**src/rtl/core/edc_pkg.sv**
```systemverilog
// ---------------------------------------------------------------------------
// era drift correction table package
// shared types, codes and helpers for the era drift correction table
// ---------------------------------------------------------------------------
`default_nettype none

package edc_pkg;

    localparam int unsigned EPOCH_W   = 32;
    localparam int unsigned CORR_W    = 33;
    localparam int unsigned ERA_LOW_W = 16;
    localparam int unsigned CFG_IDX_W = 1;
    localparam int unsigned DIV_STEPS = 32;
    localparam int unsigned DIV_CNT_W = 5;

    typedef enum logic [1:0] {
        OP_BOOT       = 2'd0,
        OP_CHECKPOINT = 2'd1,
        OP_SYNC       = 2'd2,
        OP_QUERY      = 2'd3
    } op_t;

    typedef enum logic [1:0] {
        ST_OK       = 2'd0,
        ST_UNKNOWN  = 2'd1,
        ST_SKIPPED  = 2'd2
    } status_t;

    typedef enum logic [CFG_IDX_W-1:0] {
        CFG_MIN_EPOCH = 1'b0,
        CFG_MAX_EPOCH = 1'b1
    } cfg_reg_t;

    typedef enum logic [3:0] {
        S_IDLE,
        S_EXEC,
        S_SCAN,
        S_DRAIN,
        S_SYNC_WR,
        S_QEVAL,
        S_MUL,
        S_DIV_INIT,
        S_DIV,
        S_QFIN,
        S_DONE
    } state_t;

    typedef struct packed {
        logic [EPOCH_W-1:0] era;
        logic [CORR_W-1:0]  delta;
        logic [EPOCH_W-1:0] window_start;
        logic [EPOCH_W-1:0] sync_time;
    } hist_entry_t;

    localparam logic [EPOCH_W-1:0] EPOCH_ALL_ONES = '1;
    localparam logic [EPOCH_W-1:0] MIN_EPOCH_RST  = 32'd1704067200;
    localparam logic [EPOCH_W-1:0] MAX_EPOCH_RST  = 32'd4102444800;

    // t is a signed value two bits wider than an epoch
    function automatic logic plausible(input logic [EPOCH_W+1:0] t,
                                       input logic [EPOCH_W-1:0] lo,
                                       input logic [EPOCH_W-1:0] hi);
        logic in_range;
        in_range = (t[EPOCH_W+1:EPOCH_W] == 2'b00);
        return in_range && (t[EPOCH_W-1:0] >= lo) && (t[EPOCH_W-1:0] < hi);
    endfunction

endpackage

`default_nettype wire

```
**src/rtl/core/edc_if.sv**
```systemverilog
// ---------------------------------------------------------------------------
// era drift correction channels
// request channel and result channel with valid/ready handshake
// ---------------------------------------------------------------------------
`default_nettype none

interface edc_in_if;
    import edc_pkg::*;
    logic                 valid;
    logic                 ready;
    logic [1:0]           operation;
    logic [EPOCH_W-1:0]   now_epoch;
    logic [EPOCH_W-1:0]   epoch_before_sync;
    logic [ERA_LOW_W-1:0] query_era_low;
    logic [EPOCH_W-1:0]   recorded_epoch;

    modport source (output valid, operation, now_epoch, epoch_before_sync,
                    query_era_low, recorded_epoch, input ready);
    modport sink   (input valid, operation, now_epoch, epoch_before_sync,
                    query_era_low, recorded_epoch, output ready);
endinterface

interface edc_out_if;
    import edc_pkg::*;
    logic                      valid;
    logic                      ready;
    logic [1:0]                status;
    logic signed [CORR_W-1:0]  correction;
    logic                      restore_valid;
    logic [EPOCH_W-1:0]        restore_epoch;
    logic [EPOCH_W-1:0]        current_era;

    modport source (output valid, status, correction, restore_valid, restore_epoch,
                    current_era, input ready);
    modport sink   (input valid, status, correction, restore_valid, restore_epoch,
                    current_era, output ready);
endinterface

`default_nettype wire

```
**src/rtl/core/era_drift_correction_table.sv**
```systemverilog
// ---------------------------------------------------------------------------
// era drift correction table
// era counter, checkpoint and per-era correction history with drift queries
// ---------------------------------------------------------------------------
// boot and checkpoint go straight from the execute state to the result
// sync scans the history one entry a cycle, then writes its slot
// a query scans the history, does one multiply, then runs a
// 32-step restoring divider that produces one quotient bit a cycle
// one request at a time; a new request is taken while a result waits
// asynchronous active-low reset clears era, checkpoint, boot flag and valid bits
`default_nettype none

module era_drift_correction_table #(
    parameter int unsigned HISTORY_DEPTH = 4
) (
    input  wire logic                         clk,
    input  wire logic                         rst_n,
    input  wire logic                         cfg_we,
    input  wire logic [edc_pkg::CFG_IDX_W-1:0] cfg_index,
    input  wire logic [edc_pkg::EPOCH_W-1:0]   cfg_data,
    edc_in_if.sink                            in_ch,
    edc_out_if.source                         out_ch
);
    import edc_pkg::*;

    localparam int unsigned IDX_W = (HISTORY_DEPTH > 1) ? $clog2(HISTORY_DEPTH) : 1;
    localparam logic [IDX_W-1:0] LAST_IDX = IDX_W'(HISTORY_DEPTH - 1);

    state_t state_reg, state_next;

    logic [EPOCH_W-1:0] min_epoch_reg, max_epoch_reg;
    logic [EPOCH_W-1:0] era_count_reg, checkpoint_reg;
    logic               booted_reg;
    logic [HISTORY_DEPTH-1:0] hist_valid_reg;
    hist_entry_t        hist_mem [HISTORY_DEPTH];

    // captured request
    logic [1:0]           op_reg;
    logic [EPOCH_W-1:0]   now_reg, before_reg, rec_reg;
    logic [ERA_LOW_W-1:0] qera_reg;

    // scan
    logic [IDX_W-1:0]   idx_reg;
    logic [IDX_W-1:0]   rd_pos_reg;
    logic               rd_live_reg, rd_valid_reg;
    hist_entry_t        rd_reg;
    logic               hit_reg;
    logic [IDX_W-1:0]   slot_reg;
    logic [EPOCH_W-1:0] lowest_reg;
    hist_entry_t        hit_entry_reg;

    // arithmetic
    logic [2*EPOCH_W-1:0] prod_reg;
    logic [EPOCH_W-1:0]   window_reg, elapsed_reg, mag_reg;
    logic                 neg_reg;
    logic [EPOCH_W:0]     rem_reg;
    logic [EPOCH_W-1:0]   quo_reg;
    logic [DIV_CNT_W-1:0] div_cnt_reg;

    // result
    status_t            res_status_reg;
    logic [CORR_W-1:0]  res_corr_reg;
    logic               res_rvalid_reg;
    logic [EPOCH_W-1:0] res_repoch_reg;

    logic               out_valid_reg;
    status_t            out_status_reg;
    logic [CORR_W-1:0]  out_corr_reg;
    logic               out_rvalid_reg;
    logic [EPOCH_W-1:0] out_repoch_reg, out_era_reg;

    logic accept, out_load, now_ok, rd_hit, scan_sync;
    logic [EPOCH_W+1:0] prev_real;
    logic [EPOCH_W:0]   div_trial;
    logic [CORR_W-1:0]  delta_now;
    logic [EPOCH_W-1:0] rd_era_eff;

    assign accept    = in_ch.valid && in_ch.ready;
    assign now_ok    = plausible({2'b00, now_reg}, min_epoch_reg, max_epoch_reg);
    assign scan_sync = (op_t'(op_reg) == OP_SYNC);
    assign rd_hit    = rd_valid_reg && (scan_sync ? (rd_reg.era == era_count_reg)
                                        : (rd_reg.era[ERA_LOW_W-1:0] == qera_reg));
    assign rd_era_eff = rd_valid_reg ? rd_reg.era : '0;
    assign prev_real = {2'b00, hit_entry_reg.sync_time}
                     + {{1{hit_entry_reg.delta[CORR_W-1]}}, hit_entry_reg.delta};
    assign delta_now = {1'b0, now_reg} - {1'b0, before_reg};
    assign div_trial = {rem_reg[EPOCH_W-1:0], quo_reg[EPOCH_W-1]};

    // next state
    always_comb
    begin
        state_next = state_reg;
        case (state_reg)
            S_IDLE:     if (accept) state_next = S_EXEC;
            S_EXEC:
            begin
                case (op_t'(op_reg))
                    OP_SYNC:  state_next = now_ok ? S_SCAN : S_DONE;
                    OP_QUERY: state_next = booted_reg ? S_SCAN : S_DONE;
                    default:  state_next = S_DONE;
                endcase
            end
            S_SCAN:     if (idx_reg == LAST_IDX) state_next = S_DRAIN;
            S_DRAIN:    state_next = scan_sync ? S_SYNC_WR : S_QEVAL;
            S_SYNC_WR:  state_next = S_DONE;
            S_QEVAL:
            begin
                if (hit_reg && !(hit_entry_reg.sync_time != '0 && rec_reg > hit_entry_reg.sync_time)
                    && !(hit_entry_reg.window_start == '0
                         || hit_entry_reg.sync_time <= hit_entry_reg.window_start)
                    && rec_reg > hit_entry_reg.window_start)
                    state_next = S_MUL;
                else
                    state_next = S_DONE;
            end
            S_MUL:      state_next = S_DIV_INIT;
            S_DIV_INIT: state_next = S_DIV;
            S_DIV:      if (div_cnt_reg == DIV_CNT_W'(DIV_STEPS - 1)) state_next = S_QFIN;
            S_QFIN:     state_next = S_DONE;
            S_DONE:     if (!out_valid_reg || out_ch.ready) state_next = S_IDLE;
            default:    state_next = S_IDLE;
        endcase
    end

    // outputs
    always_comb
    begin
        in_ch.ready = (state_reg == S_IDLE);
        out_load    = (state_reg == S_DONE) && (!out_valid_reg || out_ch.ready);
    end

    assign out_ch.valid         = out_valid_reg;
    assign out_ch.status        = out_status_reg;
    assign out_ch.correction    = $signed(out_corr_reg);
    assign out_ch.restore_valid = out_rvalid_reg;
    assign out_ch.restore_epoch = out_repoch_reg;
    assign out_ch.current_era   = out_era_reg;

    // control state
    always_ff @(posedge clk or negedge rst_n)
    begin
        if (!rst_n)
        begin
            state_reg      <= S_IDLE;
            min_epoch_reg  <= MIN_EPOCH_RST;
            max_epoch_reg  <= MAX_EPOCH_RST;
            era_count_reg  <= '0;
            checkpoint_reg <= '0;
            booted_reg     <= 1'b0;
            hist_valid_reg <= '0;
            out_valid_reg  <= 1'b0;
        end
        else
        begin
            state_reg <= state_next;
            if (cfg_we)
            begin
                case (cfg_reg_t'(cfg_index))
                    CFG_MIN_EPOCH: min_epoch_reg <= cfg_data;
                    CFG_MAX_EPOCH: max_epoch_reg <= cfg_data;
                    default: ;
                endcase
            end
            if (state_reg == S_EXEC)
            begin
                case (op_t'(op_reg))
                    OP_BOOT:
                    begin
                        booted_reg <= 1'b1;
                        if (!now_ok) era_count_reg <= era_count_reg + 1'b1;
                    end
                    OP_CHECKPOINT: if (now_ok) checkpoint_reg <= now_reg;
                    default: ;
                endcase
            end
            if (state_reg == S_SYNC_WR)
            begin
                hist_valid_reg[slot_reg] <= 1'b1;
                checkpoint_reg           <= now_reg;
            end
            if (out_load)          out_valid_reg <= 1'b1;
            else if (out_ch.ready) out_valid_reg <= 1'b0;
        end
    end

    // history memory
    always_ff @(posedge clk)
    begin
        if (state_reg == S_SYNC_WR)
        begin
            hist_mem[slot_reg].era          <= era_count_reg;
            hist_mem[slot_reg].delta        <= delta_now;
            hist_mem[slot_reg].sync_time    <= before_reg;
            hist_mem[slot_reg].window_start <=
                (hit_reg && hit_entry_reg.sync_time != '0
                 && plausible(prev_real, min_epoch_reg, max_epoch_reg))
                ? prev_real[EPOCH_W-1:0] : '0;
        end
        rd_reg <= hist_mem[idx_reg];
    end

    // datapath
    always_ff @(posedge clk)
    begin
        if (accept)
        begin
            op_reg     <= in_ch.operation;
            now_reg    <= in_ch.now_epoch;
            before_reg <= in_ch.epoch_before_sync;
            qera_reg   <= in_ch.query_era_low;
            rec_reg    <= in_ch.recorded_epoch;
        end

        rd_valid_reg <= hist_valid_reg[idx_reg];
        rd_pos_reg   <= idx_reg;
        rd_live_reg  <= (state_reg == S_SCAN);

        case (state_reg)
            S_EXEC:
            begin
                idx_reg        <= '0;
                hit_reg        <= 1'b0;
                slot_reg       <= '0;
                lowest_reg     <= EPOCH_ALL_ONES;
                res_status_reg <= ST_OK;
                res_corr_reg   <= '0;
                res_rvalid_reg <= 1'b0;
                res_repoch_reg <= '0;
                case (op_t'(op_reg))
                    OP_BOOT:
                    begin
                        if (!now_ok && plausible({2'b00, checkpoint_reg},
                                                 min_epoch_reg, max_epoch_reg))
                        begin
                            res_rvalid_reg <= 1'b1;
                            res_repoch_reg <= checkpoint_reg;
                        end
                    end
                    OP_QUERY: if (!booted_reg) res_status_reg <= ST_UNKNOWN;
                    default:  if (!now_ok) res_status_reg <= ST_SKIPPED;
                endcase
            end
            S_SCAN:  idx_reg <= idx_reg + 1'b1;
            S_QEVAL:
            begin
                if (!hit_reg)
                    res_status_reg <= ST_UNKNOWN;
                else if (hit_entry_reg.sync_time != '0 && rec_reg > hit_entry_reg.sync_time)
                    res_corr_reg <= '0;
                else if (hit_entry_reg.window_start == '0
                         || hit_entry_reg.sync_time <= hit_entry_reg.window_start)
                    res_corr_reg <= hit_entry_reg.delta;
                else
                    res_corr_reg <= '0;
                window_reg  <= hit_entry_reg.sync_time - hit_entry_reg.window_start;
                elapsed_reg <= rec_reg - hit_entry_reg.window_start;
                neg_reg     <= hit_entry_reg.delta[CORR_W-1];
                mag_reg     <= hit_entry_reg.delta[CORR_W-1]
                             ? EPOCH_W'(-hit_entry_reg.delta) : hit_entry_reg.delta[EPOCH_W-1:0];
            end
            S_MUL:   prod_reg <= mag_reg * elapsed_reg;
            S_DIV_INIT:
            begin
                // dividend is product plus half the window; high part stays below window
                {rem_reg, quo_reg} <= {1'b0, prod_reg} + {34'd0, window_reg[EPOCH_W-1:1]};
                div_cnt_reg        <= '0;
            end
            S_DIV:
            begin
                div_cnt_reg <= div_cnt_reg + 1'b1;
                if (div_trial >= {1'b0, window_reg})
                begin
                    rem_reg <= div_trial - {1'b0, window_reg};
                    quo_reg <= {quo_reg[EPOCH_W-2:0], 1'b1};
                end
                else
                begin
                    rem_reg <= div_trial;
                    quo_reg <= {quo_reg[EPOCH_W-2:0], 1'b0};
                end
            end
            S_QFIN:  res_corr_reg <= neg_reg ? -{1'b0, quo_reg} : {1'b0, quo_reg};
            default: ;
        endcase

        // first hit wins; lowest era only matters while nothing matched
        if (rd_live_reg && !hit_reg)
        begin
            if (rd_hit)
            begin
                hit_reg       <= 1'b1;
                slot_reg      <= rd_pos_reg;
                hit_entry_reg <= rd_reg;
            end
            else if (rd_era_eff < lowest_reg)
            begin
                lowest_reg <= rd_era_eff;
                slot_reg   <= rd_pos_reg;
            end
        end

        if (out_load)
        begin
            out_status_reg <= res_status_reg;
            out_corr_reg   <= res_corr_reg;
            out_rvalid_reg <= res_rvalid_reg;
            out_repoch_reg <= res_repoch_reg;
            out_era_reg    <= era_count_reg;
        end
    end

    a_ready_idle: assert property (@(posedge clk) disable iff (!rst_n)
        in_ch.ready |-> state_reg == S_IDLE)
        else $error("request taken while busy");

    a_slot_valid: assert property (@(posedge clk) disable iff (!rst_n)
        state_reg == S_SYNC_WR |=> hist_valid_reg[$past(slot_reg)])
        else $error("sync slot not marked valid");

    a_restore_ok: assert property (@(posedge clk) disable iff (!rst_n)
        out_load && res_rvalid_reg |-> res_status_reg == ST_OK)
        else $error("restore offered with bad status");

    a_div_steps: assert property (@(posedge clk) disable iff (!rst_n)
        state_reg == S_DIV_INIT |=> state_reg == S_DIV && div_cnt_reg == '0)
        else $error("divider not started cleanly");

endmodule

`default_nettype wire
```
**src/flat_wrapper.sv**
```systemverilog
// flat-port wrapper written by rule: the top's interface ports become plain ports
module era_drift_correction_table_flat import edc_pkg::*;
#(
    parameter int unsigned HISTORY_DEPTH = 4
)
  (clk, rst_n, cfg_we, cfg_index, cfg_data, in_ch_valid, in_ch_operation, in_ch_now_epoch, in_ch_epoch_before_sync, in_ch_query_era_low, in_ch_recorded_epoch, in_ch_ready, out_ch_valid, out_ch_status, out_ch_correction, out_ch_restore_valid, out_ch_restore_epoch, out_ch_current_era, out_ch_ready);
  edc_in_if in_ch_i ();
  edc_out_if out_ch_i ();
  input  wire logic clk;
  input  wire logic rst_n;
  input  wire logic cfg_we;
  input  wire logic [edc_pkg::CFG_IDX_W-1:0] cfg_index;
  input  wire logic [edc_pkg::EPOCH_W-1:0] cfg_data;
  input wire logic [$bits(in_ch_i.valid)-1:0] in_ch_valid;
  input wire logic [$bits(in_ch_i.operation)-1:0] in_ch_operation;
  input wire logic [$bits(in_ch_i.now_epoch)-1:0] in_ch_now_epoch;
  input wire logic [$bits(in_ch_i.epoch_before_sync)-1:0] in_ch_epoch_before_sync;
  input wire logic [$bits(in_ch_i.query_era_low)-1:0] in_ch_query_era_low;
  input wire logic [$bits(in_ch_i.recorded_epoch)-1:0] in_ch_recorded_epoch;
  output wire logic [$bits(in_ch_i.ready)-1:0] in_ch_ready;
  output wire logic [$bits(out_ch_i.valid)-1:0] out_ch_valid;
  output wire logic [$bits(out_ch_i.status)-1:0] out_ch_status;
  output wire logic [$bits(out_ch_i.correction)-1:0] out_ch_correction;
  output wire logic [$bits(out_ch_i.restore_valid)-1:0] out_ch_restore_valid;
  output wire logic [$bits(out_ch_i.restore_epoch)-1:0] out_ch_restore_epoch;
  output wire logic [$bits(out_ch_i.current_era)-1:0] out_ch_current_era;
  input wire logic [$bits(out_ch_i.ready)-1:0] out_ch_ready;
  assign in_ch_i.valid = in_ch_valid;
  assign in_ch_i.operation = in_ch_operation;
  assign in_ch_i.now_epoch = in_ch_now_epoch;
  assign in_ch_i.epoch_before_sync = in_ch_epoch_before_sync;
  assign in_ch_i.query_era_low = in_ch_query_era_low;
  assign in_ch_i.recorded_epoch = in_ch_recorded_epoch;
  assign in_ch_ready = in_ch_i.ready;
  assign out_ch_valid = out_ch_i.valid;
  assign out_ch_status = out_ch_i.status;
  assign out_ch_correction = out_ch_i.correction;
  assign out_ch_restore_valid = out_ch_i.restore_valid;
  assign out_ch_restore_epoch = out_ch_i.restore_epoch;
  assign out_ch_current_era = out_ch_i.current_era;
  assign out_ch_i.ready = out_ch_ready;
  era_drift_correction_table #(.HISTORY_DEPTH(HISTORY_DEPTH)) u_core (.clk(clk), .rst_n(rst_n), .cfg_we(cfg_we), .cfg_index(cfg_index), .cfg_data(cfg_data), .in_ch(in_ch_i), .out_ch(out_ch_i));
endmodule
```
**config.mk**
```make
export PLATFORM = sky130hd
export DESIGN_NAME = era_drift_correction_table_flat
export DESIGN_NICKNAME = d
export VERILOG_FILES = /design/src/rtl/core/edc_pkg.sv /design/src/rtl/core/edc_if.sv /design/src/rtl/core/era_drift_correction_table.sv /design/src/flat_wrapper.sv
export SDC_FILE = /design/constraint.sdc
export NUM_CORES = 2
export LEC_CHECK = 0
export BUFFER_PORTS_ARGS = -buffer_cell sky130_fd_sc_hd__buf_4
export CAP_MARGIN = 10
export CORE_ASPECT_RATIO = 1.25
export CORE_MARGIN = 2
export CORE_UTILIZATION = 58
export DETAILED_ROUTE_END_ITERATION = 6
export PLACE_DENSITY_LB_ADDON = 0.3
export SYNTH_ARGS = -nofsm -noshare
export SYNTH_HDL_FRONTEND = slang
export SYNTH_SLANG_ARGS = --single-unit
```
**constraint.sdc**
```tcl
create_clock -name clk -period 12.1 [get_ports clk]
set_input_delay 1.21 -clock clk [delete_from_list [all_inputs] [get_ports clk]]
set_output_delay 1.21 -clock clk [all_outputs]
set_load 0.03 [all_outputs]
```
==> results.md <==
| Parameter | Reported | Unit |
|:---|:---|:---|
| Worst-Skew Late Latency | 790 | ps |
| Number of buffers and inverters on the critical path | 5 | - |
| Clock tree skew after final layout | 33.75 | ps |
| HP Class | reg -> reg | - |
| Final Routed Wirelength | 260.1 | mm |
| Post-CTS setup buffer count | 0 | - |
| Most numerous cell on the critical path | sky130_fd_sc_hd__fa_1 | - |
| Unique cell type count in the Yosys netlist | 86 | - |
| Core utilization of the finished layout | 0.6334 | - |
| GRT Residual Overflow | 0 | - |
| Deepest clock path buffer count | 3 | - |
| Final setup vio count | 0 | - |
| 1st-iter DRT viols | 4706 | - |
| TritonCTS clock tree | built | - |
| Critical path origin | u_core.elapsed_reg[3]$_DFFE_PP_ | - |
| Unrepaired setup endpoints after global routing | no | - |
| Average wire length per cell after detail routing | 23.47 | um |
| Fmax | 111.7 | MHz |
| DP HPWL | 198.1 | mm |
| Detailed-router iteration count before antenna repair | 5 | - |
| Total global routing track utilization | 0.3029 | - |
| Launch point of the worst reg-to-reg path | u_core.elapsed_reg[3]$_DFFE_PP_ | - |
| Hold Path Cell Cnt | 0 | - |
| Number of global-route vias before repair | 70540 | - |
| Area of the core region | 171200 | um^2 |
| Number of flip-flops and latches in the synthesized netlist | 1433 | - |
| Time the final worst path needs with I/O delays and setup | 8953 | ps |
| Average cell area after synthesis | 11.61 | um^2 |
| Slowest stage cell, crit path | sky130_fd_sc_hd__edfxtp_1 | - |
| Delay of the slowest cell on the worst path | 1160 | ps |
| R2r endpoint | u_core.prod_reg[60]$_DFFE_PP_ | - |
| Total I/O pin count | 254 | - |
| Initial Utilization | 0.5821 | - |
| Maxcap violations | 0 | - |
| Cell class contributing the biggest share of worst-path delay | adder cells | - |
| Async S/R FF share, synth | 0.09630 | - |
| Critical Path End Type | flip-flop | - |
| Clock buffers created by TritonCTS | 132 | - |
| Count of flip-flops with a built-in enable after synthesis | 1127 | - |
| Startpoint type of the worst setup path | flip-flop | - |
| Terminating pin of the worst hold path | u_core.hit_entry_reg[66]$_DFFE_PP_ | - |
| Top FF cell, synth | sky130_fd_sc_hd__edfxtp_1 | - |
| Hold buffer count at cts | 0 | - |
| Mapped Nets | 10360 | - |
| Crit Path Class | reg -> reg | - |
| Number of clock sinks | 1433 | - |
| Core Rows | 170 | - |
| Die H | 467.5 | um |
| Startpoint of the most critical hold path | u_core.rd_reg[66]$_DFF_P_ | - |
| DR DRC count | 0 | - |
| Share of the synthesized area in the top cell type | 0.3395 | - |
| PortBufs | 253 | - |
| Share of cells above drive strength 1 | 0.09699 | - |
| Antenna violations before repair | 7 | - |
| Detail Route Antenna Nets | 0 | - |
| Worst rel slew slack | 0.1709 | - |
| Via count of the routed design | 65700 | - |
| Deepest level of the CTS H-tree | 4 | - |
| Seq/Total Area, Yosys | 0.4082 | - |
| Via count normalized by instance count | 5.927 | - |
| Global placer's final weighted congestion | 0.9825 | - |
| Die Wd | 374.8 | um |
| Total number of nets in the final design | 10510 | - |
| Pin count of the biggest net entering global routing | 133 | - |
| Synthesis-to-finish area growth | 8.809 | % |
| Number of flip-flops under the largest register name | 516 | - |
| Required arrival time at the worst endpoint | 12620 | ps |
| Combined area of all synthesized cells | 99670 | um^2 |
| Final TNS setup | 0 | ps |
| Fin crit share | 0.7400 | - |
| Root Buffer | sky130_fd_sc_hd__clkbuf_16 | - |
| Worst-margin pin slew | 1244 | ps |
| Largest fanout on the critical path | 32 | - |
| Cell type with the largest total area after synthesis | sky130_fd_sc_hd__edfxtp_1 | - |
| Cts repair resizes | 0 | - |
| Yosys warnings | 0 | - |
| Die Footprint | 175200 | um^2 |
| Result of the run | finished, final reports clean | - |
| Post-Syn Instances | 8585 | - |
| Wire length of the first global-routing pass | 404.6 | mm |
| Fin. Hold Viols | 0 | - |
| Count of cells along the worst register-to-register path | 25 | - |
| Count of pins over their slew limit | 0 | - |
| Register-to-register path setup slack | 3150 | ps |
| Clock-pin slew on the worst setup and hold paths | 70 | ps |
| Critical Path AT | 9470 | ps |
| Leading cell types by total area after synthesis | sky130_fd_sc_hd__edfxtp_1 34%, sky130_fd_sc_hd__fa_1 18%, sky130_fd_sc_hd__ha_1 9.0% | - |
## final cells by class
class	count	area [um^2]
antenna	4	10.01
clock buffer	164	3473
clock inverter	79	885.9
fill	12970	62780
inverter	1173	4405
multi-input combinational	5634	53400
sequential	1433	40690
tap	2236	2798
timing repair buffer	363	2794
## layer usage
| metal | vias to the layer above | GRT usage | wire, um |
|---|---|---|---|
| li1 | 29350 | - | - |
| met1 | 33360 | 0.3693 | 99260 |
| met2 | 2356 | 0.5249 | 130600 |
| met3 | 636 | 0.04141 | 15070 |
| met4 | 8 | 0.1609 | 15220 |
| met5 | - | 0 | 46 |
## layout by cell type, fill, tap and decap left out, types with 180 or more instances in the layout
cell / synthesis / routed
sky130_fd_sc_hd__inv_1: 1172 / 1171
sky130_fd_sc_hd__edfxtp_1: 1127 / 1127
sky130_fd_sc_hd__fa_1: 902 / 902
sky130_fd_sc_hd__nand2_1: 754 / 753
sky130_fd_sc_hd__ha_1: 716 / 716
sky130_fd_sc_hd__and2_1: 627 / 626
sky130_fd_sc_hd__buf_4: 0 / 357
sky130_fd_sc_hd__a21oi_1: 331 / 329
sky130_fd_sc_hd__o21ai_0: 299 / 298
sky130_fd_sc_hd__nor2_1: 247 / 244
sky130_fd_sc_hd__xnor2_1: 218 / 218
sky130_fd_sc_hd__a21o_1: 195 / 195
sky130_fd_sc_hd__xor2_1: 180 / 180
## metrics by stage
step / hold slack [ps] / area [um^2] / setup WS, ps / std cells
after CTS: 399.9 / 108400 / 3241 / 11080
final: 400.6 / 108500 / 3147 / 11090
after global placement: 385.7 / 104000 / 3380 / 10840
after global routing: 396.5 / 108400 / 2923 / 11080
after floorplan: 374.6 / 99670 / 703.3 / 8585
after detailed placement: 388.7 / 104000 / 3253 / 10840
## cell usage after synthesis, types with 22 or more instances
| cell | n |
|---|---|
| sky130_fd_sc_hd__inv_1 | 1172 |
| sky130_fd_sc_hd__edfxtp_1 | 1127 |
| sky130_fd_sc_hd__fa_1 | 902 |
| sky130_fd_sc_hd__nand2_1 | 754 |
| sky130_fd_sc_hd__ha_1 | 716 |
| sky130_fd_sc_hd__and2_1 | 627 |
| sky130_fd_sc_hd__a21oi_1 | 331 |
| sky130_fd_sc_hd__clkbuf_1 | 306 |
| sky130_fd_sc_hd__o21ai_0 | 299 |
| sky130_fd_sc_hd__nor2_1 | 247 |
| sky130_fd_sc_hd__xnor2_1 | 218 |
| sky130_fd_sc_hd__a21o_1 | 195 |
| sky130_fd_sc_hd__xor2_1 | 180 |
| sky130_fd_sc_hd__dfxtp_1 | 168 |
| sky130_fd_sc_hd__mux4_2 | 130 |
| sky130_fd_sc_hd__nand4_1 | 119 |
| sky130_fd_sc_hd__dfrtp_1 | 117 |
| sky130_fd_sc_hd__mux2_2 | 77 |
| sky130_fd_sc_hd__nor3_1 | 76 |
| sky130_fd_sc_hd__nand3_1 | 75 |
| sky130_fd_sc_hd__nor2b_1 | 63 |
| sky130_fd_sc_hd__nand2b_1 | 51 |
| sky130_fd_sc_hd__a211oi_1 | 47 |
| sky130_fd_sc_hd__and3_1 | 45 |
| sky130_fd_sc_hd__o21bai_1 | 42 |
| sky130_fd_sc_hd__o21a_1 | 36 |
| sky130_fd_sc_hd__nor3b_1 | 35 |
| sky130_fd_sc_hd__nor4_1 | 34 |
| sky130_fd_sc_hd__o211ai_1 | 32 |
| sky130_fd_sc_hd__o31ai_1 | 29 |
| sky130_fd_sc_hd__a31oi_1 | 27 |
| sky130_fd_sc_hd__or3_1 | 22 |
## logic make-up (layout without fill, tap and decap cells)
kind of cell / count (synthesis) / after routing / share of synthesized area
xor gates and xnor gates: 398 / 398 / 0.03497
buffers and inverters: 1518 / 1779 / 0.05746
and+or+nand+nor: 2209 / 2209 / 0.1131
AOI/OAI and AO/OA: 1187 / 1187 / 0.07567
DFF: 1433 / 1433 / 0.4082
adders and majority gates: 1618 / 1618 / 0.2710
muxes: 222 / 222 / 0.03958
other: 0 / 4 / 0
## worst max-delay path by stage
| stage | cells after the start | endpoint |
|---|---|---|
| after global placement | 25 | u_core.prod_reg[60]$_DFFE_PP_ |
| after global routing | 25 | u_core.prod_reg[60]$_DFFE_PP_ |
| after CTS | 25 | u_core.prod_reg[60]$_DFFE_PP_ |
| final | 25 | u_core.prod_reg[60]$_DFFE_PP_ |
| after floorplan | 4 | u_core.hist_valid_reg[0]$_DFFE_PN0P_ |
| after detailed placement | 25 | u_core.prod_reg[60]$_DFFE_PP_ |
Power is left out: the tool's default activity adds up to more than one toggle a clock period on the data nets, which glitch-free logic cannot reach.
